--- config.mk ---
export PLATFORM = sky130hd
export DESIGN_NAME = fa2_front
export DESIGN_NICKNAME = d
export VERILOG_FILES = /design/src/hdl/fast_atan2_approx_macros.svh /design/src/hdl/fa2_pkg.sv /design/src/hdl/fa2_front.sv
export SDC_FILE = /design/constraint.sdc
export NUM_CORES = 1
export LEC_CHECK = 0
export BUFFER_PORTS_ARGS = -buffer_cell sky130_fd_sc_hd__buf_2
export CAP_MARGIN = 20
export CORE_MARGIN = 2
export CORE_UTILIZATION = 50
export DETAILED_ROUTE_END_ITERATION = 10
export GPL_TIMING_DRIVEN = 0
export PLACE_DENSITY = 0.76
export SLEW_MARGIN = 10
export SYNTH_ARGS = -nofsm -noshare
export SYNTH_HDL_FRONTEND = slang
export SYNTH_SLANG_ARGS = --single-unit
--- constraint.sdc ---
create_clock -name clk -period 3.9 [get_ports clk]
set_input_delay 0.195 -clock clk [delete_from_list [all_inputs] [get_ports clk]]
set_output_delay 0.195 -clock clk [all_outputs]
set_load 0.01 [all_outputs]
--- src/hdl/fast_atan2_approx_macros.svh ---
// ----------------------------------------------------------------------------
// fast_atan2_approx assertion macros
// shared concurrent assertion forms for the atan2 pipeline
// ----------------------------------------------------------------------------
`ifndef FAST_ATAN2_APPROX_MACROS_SVH
`define FAST_ATAN2_APPROX_MACROS_SVH

// same-cycle implication
`define FA2_ASSERT_NOW(label, clk, rst, ante, cons, msg) \
  label: assert property (@(posedge clk) disable iff (rst) (ante) |-> (cons)) \
    else $error(msg);

// next-cycle implication
`define FA2_ASSERT_NEXT(label, clk, rst, ante, cons, msg) \
  label: assert property (@(posedge clk) disable iff (rst) (ante) |=> (cons)) \
    else $error(msg);

`endif

--- src/hdl/fa2_pkg.sv ---
// ----------------------------------------------------------------------------
// fa2_pkg
// constants, widths and shared types of the cubic atan2 pipeline
// ----------------------------------------------------------------------------
`timescale 1ns / 1ps

package fa2_pkg;

  localparam int COORD_WIDTH_DEF     = 16;
  localparam int ANGLE_FRAC_BITS_DEF = 13;

  localparam int R_FRAC     = 15;
  localparam int QUO_WIDTH  = R_FRAC + 1;
  localparam int DIV_STAGES = QUO_WIDTH;

  localparam int COEF_CUBE_WIDTH = 13;
  localparam int COEF_LIN_WIDTH  = 15;
  localparam logic [COEF_CUBE_WIDTH-1:0] COEF_CUBE = 13'd5967;
  localparam logic [COEF_LIN_WIDTH-1:0]  COEF_LIN  = 15'd31703;

  localparam int BASE_FRAC   = 30;
  localparam int BASE_WIDTH  = 32;
  localparam int SUM_FRAC    = 60;
  localparam int Q2_WIDTH    = 31;
  localparam int LIN_M_WIDTH = 30;
  localparam int C2_WIDTH    = 43;
  localparam int C3_WIDTH    = 58;
  localparam int P_WIDTH     = 60;
  localparam int TOTAL_WIDTH = 64;

  localparam logic [BASE_WIDTH-1:0]  QUARTER_PI_Q30       = 32'd843314857;
  localparam logic [BASE_WIDTH-1:0]  THREE_QUARTER_PI_Q30 = 32'd2529944570;
  localparam logic [TOTAL_WIDTH-1:0] PI_Q30               = 64'd3373259426;

  typedef struct packed {
    logic zero_den;
    logic r_neg;
    logic far_half;
    logic y_neg;
  } fa2_flags_t;

  // pi rounded to the output fraction width
  function automatic logic [TOTAL_WIDTH-1:0] pi_limit(input int frac_bits);
    return (PI_Q30 + (64'd1 << (29 - frac_bits))) >> (30 - frac_bits);
  endfunction

endpackage

--- src/hdl/fa2_front.sv ---
// ----------------------------------------------------------------------------
// fa2_front
// operand stage: |y|, octant select, numerator magnitude and denominator
// ----------------------------------------------------------------------------
`timescale 1ns / 1ps

module fa2_front import fa2_pkg::*; #(
  parameter int COORD_WIDTH = COORD_WIDTH_DEF
) (
  input  logic                   clk,
  input  logic                   rst,
  input  logic                   en,
  input  logic                   in_valid,
  input  logic [COORD_WIDTH-1:0] coord_x,
  input  logic [COORD_WIDTH-1:0] coord_y,
  output logic                   out_valid,
  output logic [COORD_WIDTH:0]   num_mag,
  output logic [COORD_WIDTH+1:0] den,
  output fa2_flags_t             out_flags
);

  localparam int EW = COORD_WIDTH + 2;

  logic          y_neg;
  logic          far_half;
  logic [EW-1:0] x_ext;
  logic [EW-1:0] y_ext;
  logic [EW-1:0] a_ext;
  logic [EW-1:0] num_s;
  logic [EW-1:0] den_s;
  logic [EW-1:0] num_abs;

  always_comb begin
    y_neg    = coord_y[COORD_WIDTH-1];
    far_half = coord_x[COORD_WIDTH-1];
    x_ext    = {{2{coord_x[COORD_WIDTH-1]}}, coord_x};
    y_ext    = {{2{coord_y[COORD_WIDTH-1]}}, coord_y};
    a_ext    = y_neg ? (EW'(0) - y_ext) : y_ext;
    num_s    = far_half ? (x_ext + a_ext) : (x_ext - a_ext);
    den_s    = far_half ? (a_ext - x_ext) : (x_ext + a_ext);
    num_abs  = num_s[EW-1] ? (EW'(0) - num_s) : num_s;
  end

  always_ff @(posedge clk) begin
    if (rst) begin
      out_valid <= 1'b0;
    end else if (en) begin
      out_valid <= in_valid;
    end
  end

  always_ff @(posedge clk) begin
    if (en) begin
      num_mag            <= num_abs[COORD_WIDTH:0];
      den                <= den_s;
      out_flags.zero_den <= (den_s == '0);
      out_flags.r_neg    <= num_s[EW-1];
      out_flags.far_half <= far_half;
      out_flags.y_neg    <= y_neg;
    end
  end

endmodule

### After elaboration in Yosys (flattened, before gate mapping)

Index checks and enable logic that the tools add are counted.

* bits in registers: 40
* output and inout bits: 40
* logic and storage cells: 17

* add/subtract/negate cells: 5
* multiplexer cells: 4
* reductions and logical operators: 1

Operators with widths (number)
* $mux 18: 3
* $sub 18x18->18: 2
* $add 18x18->18: 1
* $logic_not 18->1: 1
* $mux 17: 1
* $sub 1x16->17 const A: 1
* $sub 1x17->17 const A: 1

### Logic depth before layout (Yosys ltp)

Gate-level depths: netlist (run 1).

* depth after elaboration: 6
* gate-level depth with buffers: 19
* gate-level depth less buffers: 19

### Worst setup path after synthesis (run 1)

No wires, ideal clock.

* kind: input port to flip-flop
* start point: input port coord_y[6]
* end point: register num_mag[6] (data pin)
* library setup time: 0.268 ns
* data arrival time: 3.716 ns
* setup slack: -0.084 ns
* cell stages on the path: 18
* path buffers: 2
* cells stage by stage: or4_1 -> nor3_1 -> and3_1 -> nand2b_1 -> xnor2_1 -> ha_1 -> buf_2 -> nor2_1 -> nand2_1 -> a2111oi_0 -> or2_2 -> o22ai_1 -> nor4_1 -> o21ai_1 -> mux2i_1 -> clkbuf_1 -> nor2_1 -> xor2_1

* word-level cells in the longest chain between the ends: 6

Ends and longest elaborated chain
* start: declaration: line fa2_front.sv:15 `input logic [COORD_WIDTH-1:0] coord_y,`
* $sub 1x16->17: line fa2_front.sv:38 `a_ext = y_neg ? (EW'(0) - y_ext) : y_ext;`
* $mux 18 *: line fa2_front.sv:38
* $sub 18x18->18 or $add 18x18->18 (tied branches): line fa2_front.sv:39 `num_s = far_half ? (x_ext + a_ext) : (x_ext - a_ext);`
* $mux 18 *: line fa2_front.sv:39
* $sub 1x17->17: line fa2_front.sv:41 `num_abs = num_s[EW-1] ? (EW'(0) - num_s) : num_s;`
* $mux 17 *: line fa2_front.sv:41
* named net num_abs[6]: line fa2_front.sv:31 `logic [EW-1:0] num_abs;`
* end signal: assignment: line fa2_front.sv:54 `num_mag <= num_abs[COORD_WIDTH:0];`
* end: declaration: line fa2_front.sv:17 `output logic [COORD_WIDTH:0] num_mag,`

The timed path passes the listed nets; every way through them passes the cells marked *.
A chain may end at the register's enable or synchronous reset.

### Worst setup path in the final report (run 1)

* start point: input port coord_y[7]
* end point: register num_mag[11] (data pin)

The elaborated chain is that of the path after synthesis.

==> results.md, run 1 <==
- Post-CTS Hold Buffers: 0
- Max Cap Violations: 0
- Final ANT Viol Nets: 0
- Clock slew at reported path FFs: 0.07 ns
- Clock root buffer: clkbuf_8
- Int Pwr: 1.379 mW
- First-pass GRT wire length: 20.19 mm
- Number of buffers created by CTS: 5
- Area delta synth->final: 29.95%
- Tmin final: 3.826 ns
- Sw Share: 40.02%
- Period Utilization, post-route: 98.11%
- Vias per cell: 5.532
- Fraction of layout cells with a size suffix above 1: 32.15%
- Final WL: 12.84 mm
- Syn avg cell area: 8.489 um2
- Ranking of synthesized cells by area: edfxtp_1 24%, ha_1 14%, xnor2_1 8.8%, a21oi_1 5.1%, inv_1 3.9%
- Non-Filler Instances: 804
- Final Hold Fails: 0
- Max Buffers Root-to-Sink: 2
- Ys async rst share: 0%
- Post-synth EDFFs: 38
- Total track usage: 24.66%
- P_sw: 0.9202 mW
- Leak: 2.664 nW
- Worst Setup End Kind: flop
- Main flop type after synthesis: edfxtp_1
- I/O pins: 76
- Required time worst endpoint: 3.93 ns
- Placed instance count: 768
- Largest net degree at the start of global routing: 40
- Register share of total power: 26.5%
- Worst Setup Start Kind: primary input
- WL/cell: 15.97 um
- WS Path Type: in -> reg
- Clock share of power: 14.9%
- HP Class: in -> reg
- Synth warn: 0
- Gr ovfl total: 0
- Fmax: 261.3 MHz
- Most frequent cells in the layout: 72 x buf_2, 54 x ha_1, 46 x inv_1
- Synthesized cell area: 4771 um2
- Initial DRC count: 218
- Logic pwr share: 58.6%
- Final setup viols: 0
- CP Data Arrival Time: 3.85 ns
- Fin nets: 768
- Iteration count of the initial detailed-routing pass: 5
- Distinct cells, synth: 74
- Core Rows: 35
- Post-Synthesis Cells: 562
- PD cells: 370.8 nW/um2
- TritonCTS clock tree: done
- Worst-Skew Late Latency: 0.28 ns
- Most Crowded Layer GR: met2
- Sequential fraction of the synthesis area: 24.34%
- Slew HR: 44.55%
- Initial antenna violation count: 0
- Max FO, Critical Path: 6
- Initial core utilization: 51.63%
- #FFs+latches synth: 39
- Met3 Use GR: 1.242%
- H-Tree Depth: 2
- Fin area: 6200 um2
- RSZ-0062 raised after global routing: true
- Outcome: finished, final reports clean
- Tightest Pin Transition: 0.8318 ns
- DRC viols: 0
- Final core occ: 67.10%
- Clk sink count: 39
- Commonest non-fill, non-tap cell in the layout: buf_2
- Share of the synthesized area in the top cell type: 23.92%
- Hpwl dp: 10.10 mm
- Number of global-route vias before repair: 4,104
- GR Util met2: 39.68%
- DP Area: 5320 um2
- Slew Limit Fails: 0
- Worst vdd ir: 0.1810 mV
- Setup clock skew after layout: 0 ns
- Leading area contributor after synthesis: edfxtp_1
- DIE HEIGHT: 101.7 um
- Ant. Diodes: 0
- GR met1 Demand/Resource: 36.12%
- Total Power: 2.299 mW
- GP Congestion: 0.9348
- Core Box Area: 9240 um2
- DIE AREA: 10,340 um2
- Vias: 4,448
- Die width: 101.7 um
- I/O Buffers: 75
[cell families after synthesis]
group,share of synthesized area (%)
DFF,24.34
adders and majority gates,15.68
xor gates and xnor gates,11.01
other,0.1574
and+or+nand+nor,17.52
AOI/OAI and AO/OA,20.95
buffers and inverters,7.501
muxes,2.832
[sequential cells by signal, summed over array words and instances (netlist names)]
name / count
num_mag: 17
out_valid: 1
den: 17
out_flags: 4
[cells in the mapped netlist, types with 4 or more instances]
master and n:
nand2b_1 15, ha_1 55, nor4_1 4, edfxtp_1 38, nor2_1 48, a21oi_1 49
o21bai_1 4, o211ai_1 6, nand3_1 8, nand2_1 37, xor2_1 12, xnor2_1 48
and2_1 8, mux2i_1 9, nor3_1 14, a31oi_1 9, buf_6 6, o21ai_0 33
o31ai_1 10, clkbuf_1 10, nor2b_1 5, inv_1 49, a21o_1 6
[metal layers]
| layer | vias up | wire [um] |
|---|---|---|
| met4 | 0 | 214 |
| met5 | - | 0 |
| met2 | 149 | 5918 |
| met1 | 2084 | 6262 |
| li1 | 2201 | - |
| met3 | 14 | 447 |
[per-stage QoR]
stage / TNS [ns] / setup slack [ns] / hold WS [ns]
5_1_grt: -0.1990 / -0.03870 / 0.07549
3_5_place_dp: -24.71 / -1.312 / 0.3543
3_3_place_gp: -19.87 / -1.106 / 0.3496
4_1_cts: 0 / 0.01157 / 0.05160
6_report: 0 / 0.07365 / 0.05701
2_1_floorplan: 0 / 0.03361 / 0.2674
[layout make-up]
type                       count  area (um2)
multi-input combinational    449        3721
fill                         782        3040
sequential                    39        1161
timing repair buffer         103       630.6
inverter                      52       207.7
buffer                        24       200.2
tap                          129       161.4
clock buffer                   6       82.58
clock inverter                 2       35.03
[power by group through the flow]
stage          Clock [mW]  Sequential [mW]  Combinational (mW)
3_5_place_dp            0            0.620                1.09
3_3_place_gp            0            0.619                1.07
6_report            0.342            0.610                1.35
4_1_cts             0.347            0.611                1.20
2_1_floorplan           0            0.679               0.723
5_1_grt             0.363            0.620                1.45
[worst max-delay path: stages]
cell and delay (ns):
buf_6 0.10, or4_4 0.56, nor3_4 0.16, nand2_2 0.09, o31a_1 0.31, xor2_2 0.19
ha_1 0.33, buf_8 0.13, nand2_4 0.05, nor3_4 0.21, nand2_1 0.08, o211ai_1 0.34
a21oi_2 0.11, o211ai_1 0.19, o21ai_1 0.13, mux2i_4 0.18, buf_12 0.14, buf_6 0.10
a31oi_1 0.05, xor2_1 0.18
[repair_timing]
action | 4_1_cts | 5_1_grt
pin swaps | 16 | 33
resized for setup | 55 | 66
cloned | 1 | 0
endpoints found under the setup margin | 22 | 19
setup buffers | 12 | 15
[final timing paths]
path            endpoint  depth (start not counted)  slack (ns)       start
max          num_mag[11]                         20        0.07  coord_y[7]
min            out_valid                          2        0.06         rst
max reg2reg    out_valid                          2        3.30   out_valid
min reg2reg    out_valid                          2        0.51   out_valid
(Power assumes the default switching activity.)
==> run 2, diff against run 1 <==
- ABC_AREA: not set -> 1
- CELL_PAD_IN_SITES_DETAIL_PLACEMENT: not set -> 0
- CELL_PAD_IN_SITES_GLOBAL_PLACEMENT: not set -> 1
- CORE_UTILIZATION: 50 -> 38
- PLACE_DENSITY: 0.76 -> 0.8
- SETUP_SLACK_MARGIN: not set -> 0.2
==> run 2 against run 1 <==
  * Worst hold slack better by 0.014 ns
  * Cell count up 55%
  * Wire length up 40%
  * Die area up 58%
  * Worst setup slack better by 0.41 ns
  * Combinational power about the same
  * Via count up 36%
  * Power up 2.9%
  * First-iteration DRC count up 72%
  * Clock skew unchanged
  * Flip-flop and latch count unchanged
  * Register-to-register slack better by 0.02 ns
  * Critical path type unchanged
  * Highest routed layer unchanged
==> results.md, run 2 <==
- Outcome: finished, final reports clean
- Synthesized cell area: 5841 um2
- First-pass GRT wire length: 29.09 mm
- Synth warn: 0
- Clock slew at reported path FFs: 0.06 ns
- Post-CTS Hold Buffers: 0
- Compound-Gate Fraction of Synth Area: 7.091%
- Fraction of layout cells with a size suffix above 1: 19.83%
- Slew HR: 30.92%
- RSZ-0062 raised after global routing: true
- Total track usage: 22.52%
- Die width: 128.0 um
- Worst-Skew Late Latency: 0.28 ns
- Final setup viols: 0
- Syn avg cell area: 6.052 um2
- Vias: 6,066
- Worst vdd ir: 0.1997 mV
- Vias per cell: 4.864
- Commonest cells post-synth: 319 x nand2_1, 156 x inv_1, 125 x nand3_1, 66 x nor2_1, 55 x ha_1
- Iteration count of the initial detailed-routing pass: 5
- Area delta synth->final: 18.85%
- Max Buffers Root-to-Sink: 2
- Max FO, Critical Path: 10
- Sequential fraction of the synthesis area: 19.88%
- GP Congestion: 0.9320
- Post-Synth Adder-Cell Area: 12.81%
- Worst Setup Start Kind: primary input
- I/O pins: 76
- Slack of the critical path: 0.4813 ns
- Required time worst endpoint: 3.92 ns
- Fmax: 292.5 MHz
- Post-synth EDFFs: 38
- Max Cap Violations: 0
- Synth Area in Simple Gates: 42.16%
- DIE AREA: 16,380 um2
- Share of the synthesized area in the top cell type: 20.50%
- Leading area contributor after synthesis: nand2_1
- Worst slack at placement: -0.2801 ns
- WS Path Type: in -> reg
- Largest family of logic cells by synthesized area: simple AND/OR/NAND/NOR gates
- Final ANT Viol Nets: 0
- HP Class: in -> reg
- Tmin final: 3.419 ns
- Initial DRC count: 375
- Core Rows: 45
- Main flop type after synthesis: edfxtp_1
- WL/cell: 14.44 um
- #FFs+latches synth: 39
- Final core occ: 46.00%
- Gr ovfl total: 0
- I/O Buffers: 75
- DIE HEIGHT: 128.0 um
- Post-Synthesis Cells: 965
- Final WL: 18.01 mm
- CP Data Arrival Time: 3.44 ns
- Setup clock skew after layout: 0 ns
- Worst Setup End Kind: flop
- Number of buffers created by CTS: 5
- XOR/XNOR Fraction of Synth Area: 4.027%
- Regs by FF count: den x17, num_mag x17, out_flags x4
- Distinct cells, synth: 43
- Tightest Pin Transition: 1.025 ns
- Most frequent cells in the layout: 307 x nand2_1, 153 x inv_1, 121 x nand3_1
- Ys async rst share: 0%
- Initial core utilization: 38.71%
- Clock root buffer: clkbuf_16
- Most numerous cell in the Yosys netlist: nand2_1
- DRC viols: 0
- Commonest non-fill, non-tap cell in the layout: nand2_1
- Largest net degree at the start of global routing: 40
- Total Power: 2.366 mW
- PD cells: 340.9 nW/um2
- TritonCTS clock tree: done
- Fin nets: 1,152
- Initial antenna violation count: 0
- Final Hold Fails: 0
- Leak: 3.806 nW
- Period Utilization, post-route: 87.66%
- Slew Limit Fails: 0
- H-Tree Depth: 2
- Ranking of synthesized cells by area: nand2_1 21%, edfxtp_1 20%, ha_1 12%, nand3_1 11%, inv_1 10%
- Fill cell count: 1,680
- Multiplexer share of the synthesized area: 0.3428%
- Hpwl dp: 15.40 mm
- Clk sink count: 39
- Number of global-route vias before repair: 5,786
- Ant. Diodes: 0
- Core Box Area: 15,090 um2
run 2: cells by family (layout without fill, tap and decap cells):
logic type,after synthesis,in the layout
AOI/OAI and AO/OA,75,75
xor gates and xnor gates,26,26
adders and majority gates,58,58
buffers and inverters,193,285
DFF,39,39
muxes,2,2
other,2,4
and+or+nand+nor,570,570
run 2: routing by layer:
layer	part of all wire, %	vias to the layer above	GRT usage (%)
li1	-	3203	-
met1	48	2655	31.57
met2	45	186	37.40
met3	4.6	22	1.210
met4	2.2	0	6.917
met5	0	-	0
run 2: metrics by stage:
step / instances / hold WS [ns] / area [um2] / TNS [ns]
detailed placement: 1230 / 0.3612 / 6459 / -2.776
floorplan: 967 / 0.2674 / 5848 / 0
global placement: 1230 / 0.3562 / 6459 / -2.963
CTS: 1238 / 0.06965 / 6638 / 0
global route: 1247 / 0.06937 / 6942 / 0
finish: 1247 / 0.07054 / 6942 / 0
run 2: path summary, 6_finish.rpt:
| kind | startpoint | slack [ns] | to | depth (start not counted) |
|---|---|---|---|---|
| max reg2reg | out_valid | 3.32 | out_valid | 2 |
| min reg2reg | out_valid | 0.50 | out_valid | 2 |
| min | rst | 0.07 | out_valid | 2 |
| max | coord_y[0] | 0.48 | out_flags[3] | 22 |
run 2: area by class of cell:
type	count	area [um2]	share of cell area (%)
multi-input combinational	735	4128	59.46
sequential	39	1161	16.73
inverter	167	633.1	9.120
timing repair buffer	85	447.9	6.453
tap	188	235.2	3.389
buffer	25	172.7	2.487
clock buffer	5	125.1	1.802
clock inverter	3	38.79	0.5588
run 2: repair_timing:
item                                   in CTS  in global routing
gates cloned                                0                  1
gates resized for setup                     4                 62
setup endpoints to repair                  16                 20
pin swaps                                   0                 13
setup buffers                               0                  9
endpoints found under the hold margin       0                  0
run 2: where the power goes:
group	switching, mW	total, mW	internal, mW	leakage (nW)
clock network	0.140	0.438	0.298	0.0812
logic	0.894	1.34	0.451	3.34
registers	0.0154	0.584	0.569	0.380
run 2: worst max-delay path, stage by stage:
cell	delay, ns
buf_2	0.15
inv_2	0.08
ha_1	0.15
inv_1	0.07
nor2_4	0.12
nand3_4	0.09
nor3_4	0.27
a21oi_2	0.11
xor2_1	0.27
ha_1	0.30
buf_4	0.20
a21oi_1	0.26
a21boi_1	0.38
nor2_1	0.08
nor2_1	0.17
nand2_1	0.09
nand2_1	0.07
nand3_1	0.09
nand3_1	0.13
nor2_1	0.05
nand3_1	0.07
nor2_1	0.05
==> run 3, diff against run 2 <==
- CORE_UTILIZATION: 38 -> 42
- PLACE_DENSITY: 0.8 -> 0.84
- clock period: 3.9 -> 3.23 ns (I/O delays scaled with it)
==> run 3 against run 2 <==
  * Sequential power grew 20%
  * Clock skew stayed put
  * Worst hold slack lost 0.034 ns
  * Via count up 6.2%
  * Sequential share of layout area decreased by 2.3 points
  * Power is 36% higher
  * Clock power grew 21%
  * Count of clock-buffer cells in the layout unchanged
  * Design area rose by 16%
  * Non-clock buffer count grew 39
  * Critical path depth rose by 3
  * Wire length rose by 5.5%
  * Critical path type unchanged
  * Critical endpoint is now num_mag[15]
==> results.md, run 3 (synthesized netlist as in run 2, its figures left out) <==
- Vias: 6,443
- I/O Buffers: 75
- Regs by FF count: den x17, num_mag x17, out_flags x4
- Sw Share: 45.00%
- TritonCTS clock tree: done
- Most frequent cells in the layout: 270 x nand2_1, 141 x inv_1, 109 x nand3_1
- Worst slack at placement: -0.9120 ns
- Largest net degree at the start of global routing: 40
- Fin Setup TNS: 0 ns
- Int Pwr: 1.775 mW
- Number of buffers created by CTS: 5
- Leak: 4.148 nW
- Initial core utilization: 42.57%
- WL/cell: 14.87 um
- Slack of the critical path: 0.1596 ns
- Tmin final: 3.070 ns
- P_sw: 1.452 mW
- Core Rows: 43
- Fill cell count: 1,370
- First-pass GRT wire length: 29.41 mm
- Fin nets: 1,191
- HP Class: in -> reg
- I/O pins: 76
- Max FO, Critical Path: 7
- Worst Setup Start Kind: primary input
- Area delta synth->final: 37.79%
- Die width: 121.9 um
- Tightest Pin Transition: 0.8067 ns
- RSZ-0062 raised after global routing: true
- Slew Limit Fails: 0
- Final setup viols: 0
- Commonest non-fill, non-tap cell in the layout: nand2_1
- Register-to-register setup slack: 2.65 ns
- Critical Path Max Stage Delay: 0.30 ns
- Clock slew at reported path FFs: 0.05 ns
- CP Data Arrival Time: 3.11 ns
- Final hold slack: 0.03609 ns
- Total Power: 3.227 mW
- WS Path Type: in -> reg
- PD cells: 401.0 nW/um2
- Logic pwr share: 61.8%
- DIE HEIGHT: 121.9 um
- DP Area: 6454 um2
- Slew HR: 46.22%
- Worst vdd ir: 0.2141 mV
- H-Tree Depth: 2
- Worst-Skew Late Latency: 0.28 ns
- Hpwl dp: 14.92 mm
- Final ANT Viol Nets: 0
- Worst path most repeated cell: nand2_1
- Iteration count of the initial detailed-routing pass: 8
- Period Utilization, post-route: 95.06%
- Register share of total power: 21.8%
- Core Box Area: 13,720 um2
- Setup clock skew after layout: 0 ns
- Fraction of layout cells with a size suffix above 1: 33.52%
- Number of global-route vias before repair: 5,922
- CP bufs+invs: 4
- Final WL: 19.00 mm
- GP Congestion: 0.9546
- Clk sink count: 39
- Final Hold Fails: 0
- Clock share of power: 16.4%
- Max Cap Violations: 0
- Initial DRC count: 529
- Fmax: 325.7 MHz
- Initial antenna violation count: 0
- Ant. Diodes: 0
- DIE AREA: 14,870 um2
- Gr ovfl total: 0
- Required time worst endpoint: 3.27 ns
- DRC viols: 0
- Total track usage: 25.27%
- Critical path's slowest cell: ha_4
- Max Buffers Root-to-Sink: 2
- Outcome: finished, final reports clean
- Clock root buffer: clkbuf_16
- Worst Setup End Kind: flop
- CP top delay family: simple AND/OR/NAND/NOR gates
- Fin area: 8048 um2
- Vias per cell: 5.041
## run 3: cell count changes in the layout (fill, tap and decap cells not counted), sizes merged
cell      before  now
buf          107  147
clkbuf         8    7
clkinvlp       1    2
inv          164  163
## run 3: final timing paths
check                                    to       start  cells past startpoint
worst max-delay path            num_mag[15]  coord_y[0]                     25
worst min-delay path              out_valid         rst                      2
worst max register to register    out_valid   out_valid                      2
worst min register to register    out_valid   out_valid                      2
## run 3: routing by layer
layer  up-vias  wire [um]  global-route usage, %  share of wire, %
met4         0        442                  5.891               2.3
met5         -          0                      0                 0
li1       3287          -                      -                 -
met1      2886       8525                  35.32                45
met2       233       8856                  42.53                47
met3        37       1178                  1.919               6.2
## run 3: stage by stage
step	cells	util, %
final	1278	58.66
after global routing	1278	58.66
after CTS	1261	53.52
after detailed placement	1222	47.04
after global placement	1222	47.04
after floorplan	967	-
## run 3: power by group through the flow
stage	logic (mW)	clock network [mW]	registers (mW)
after floorplan	1.02	0	0.773
after global placement	1.51	0	0.712
after detailed placement	1.51	0	0.715
after CTS	1.73	0.537	0.705
after global routing	2.20	0.562	0.711
final	1.99	0.530	0.703
## run 3: what timing repair did
action	4_1_cts	5_1_grt
gates cloned	1	1
hold buffers	0	0
setup buffers	31	16
endpoints found under the setup margin	27	28
resized for setup	137	146
pin swaps	48	68
## run 3: area by class of cell
type | instances | area (um2) | share of cell area, %
buffer | 25 | 226.5 | 2.814
clock buffer | 5 | 125.1 | 1.555
clock inverter | 3 | 38.79 | 0.4820
inverter | 167 | 666.9 | 8.287
multi-input combinational | 735 | 4818 | 59.87
sequential | 39 | 1161 | 14.43
tap | 180 | 225.2 | 2.799
timing repair buffer | 124 | 785.8 | 9.764
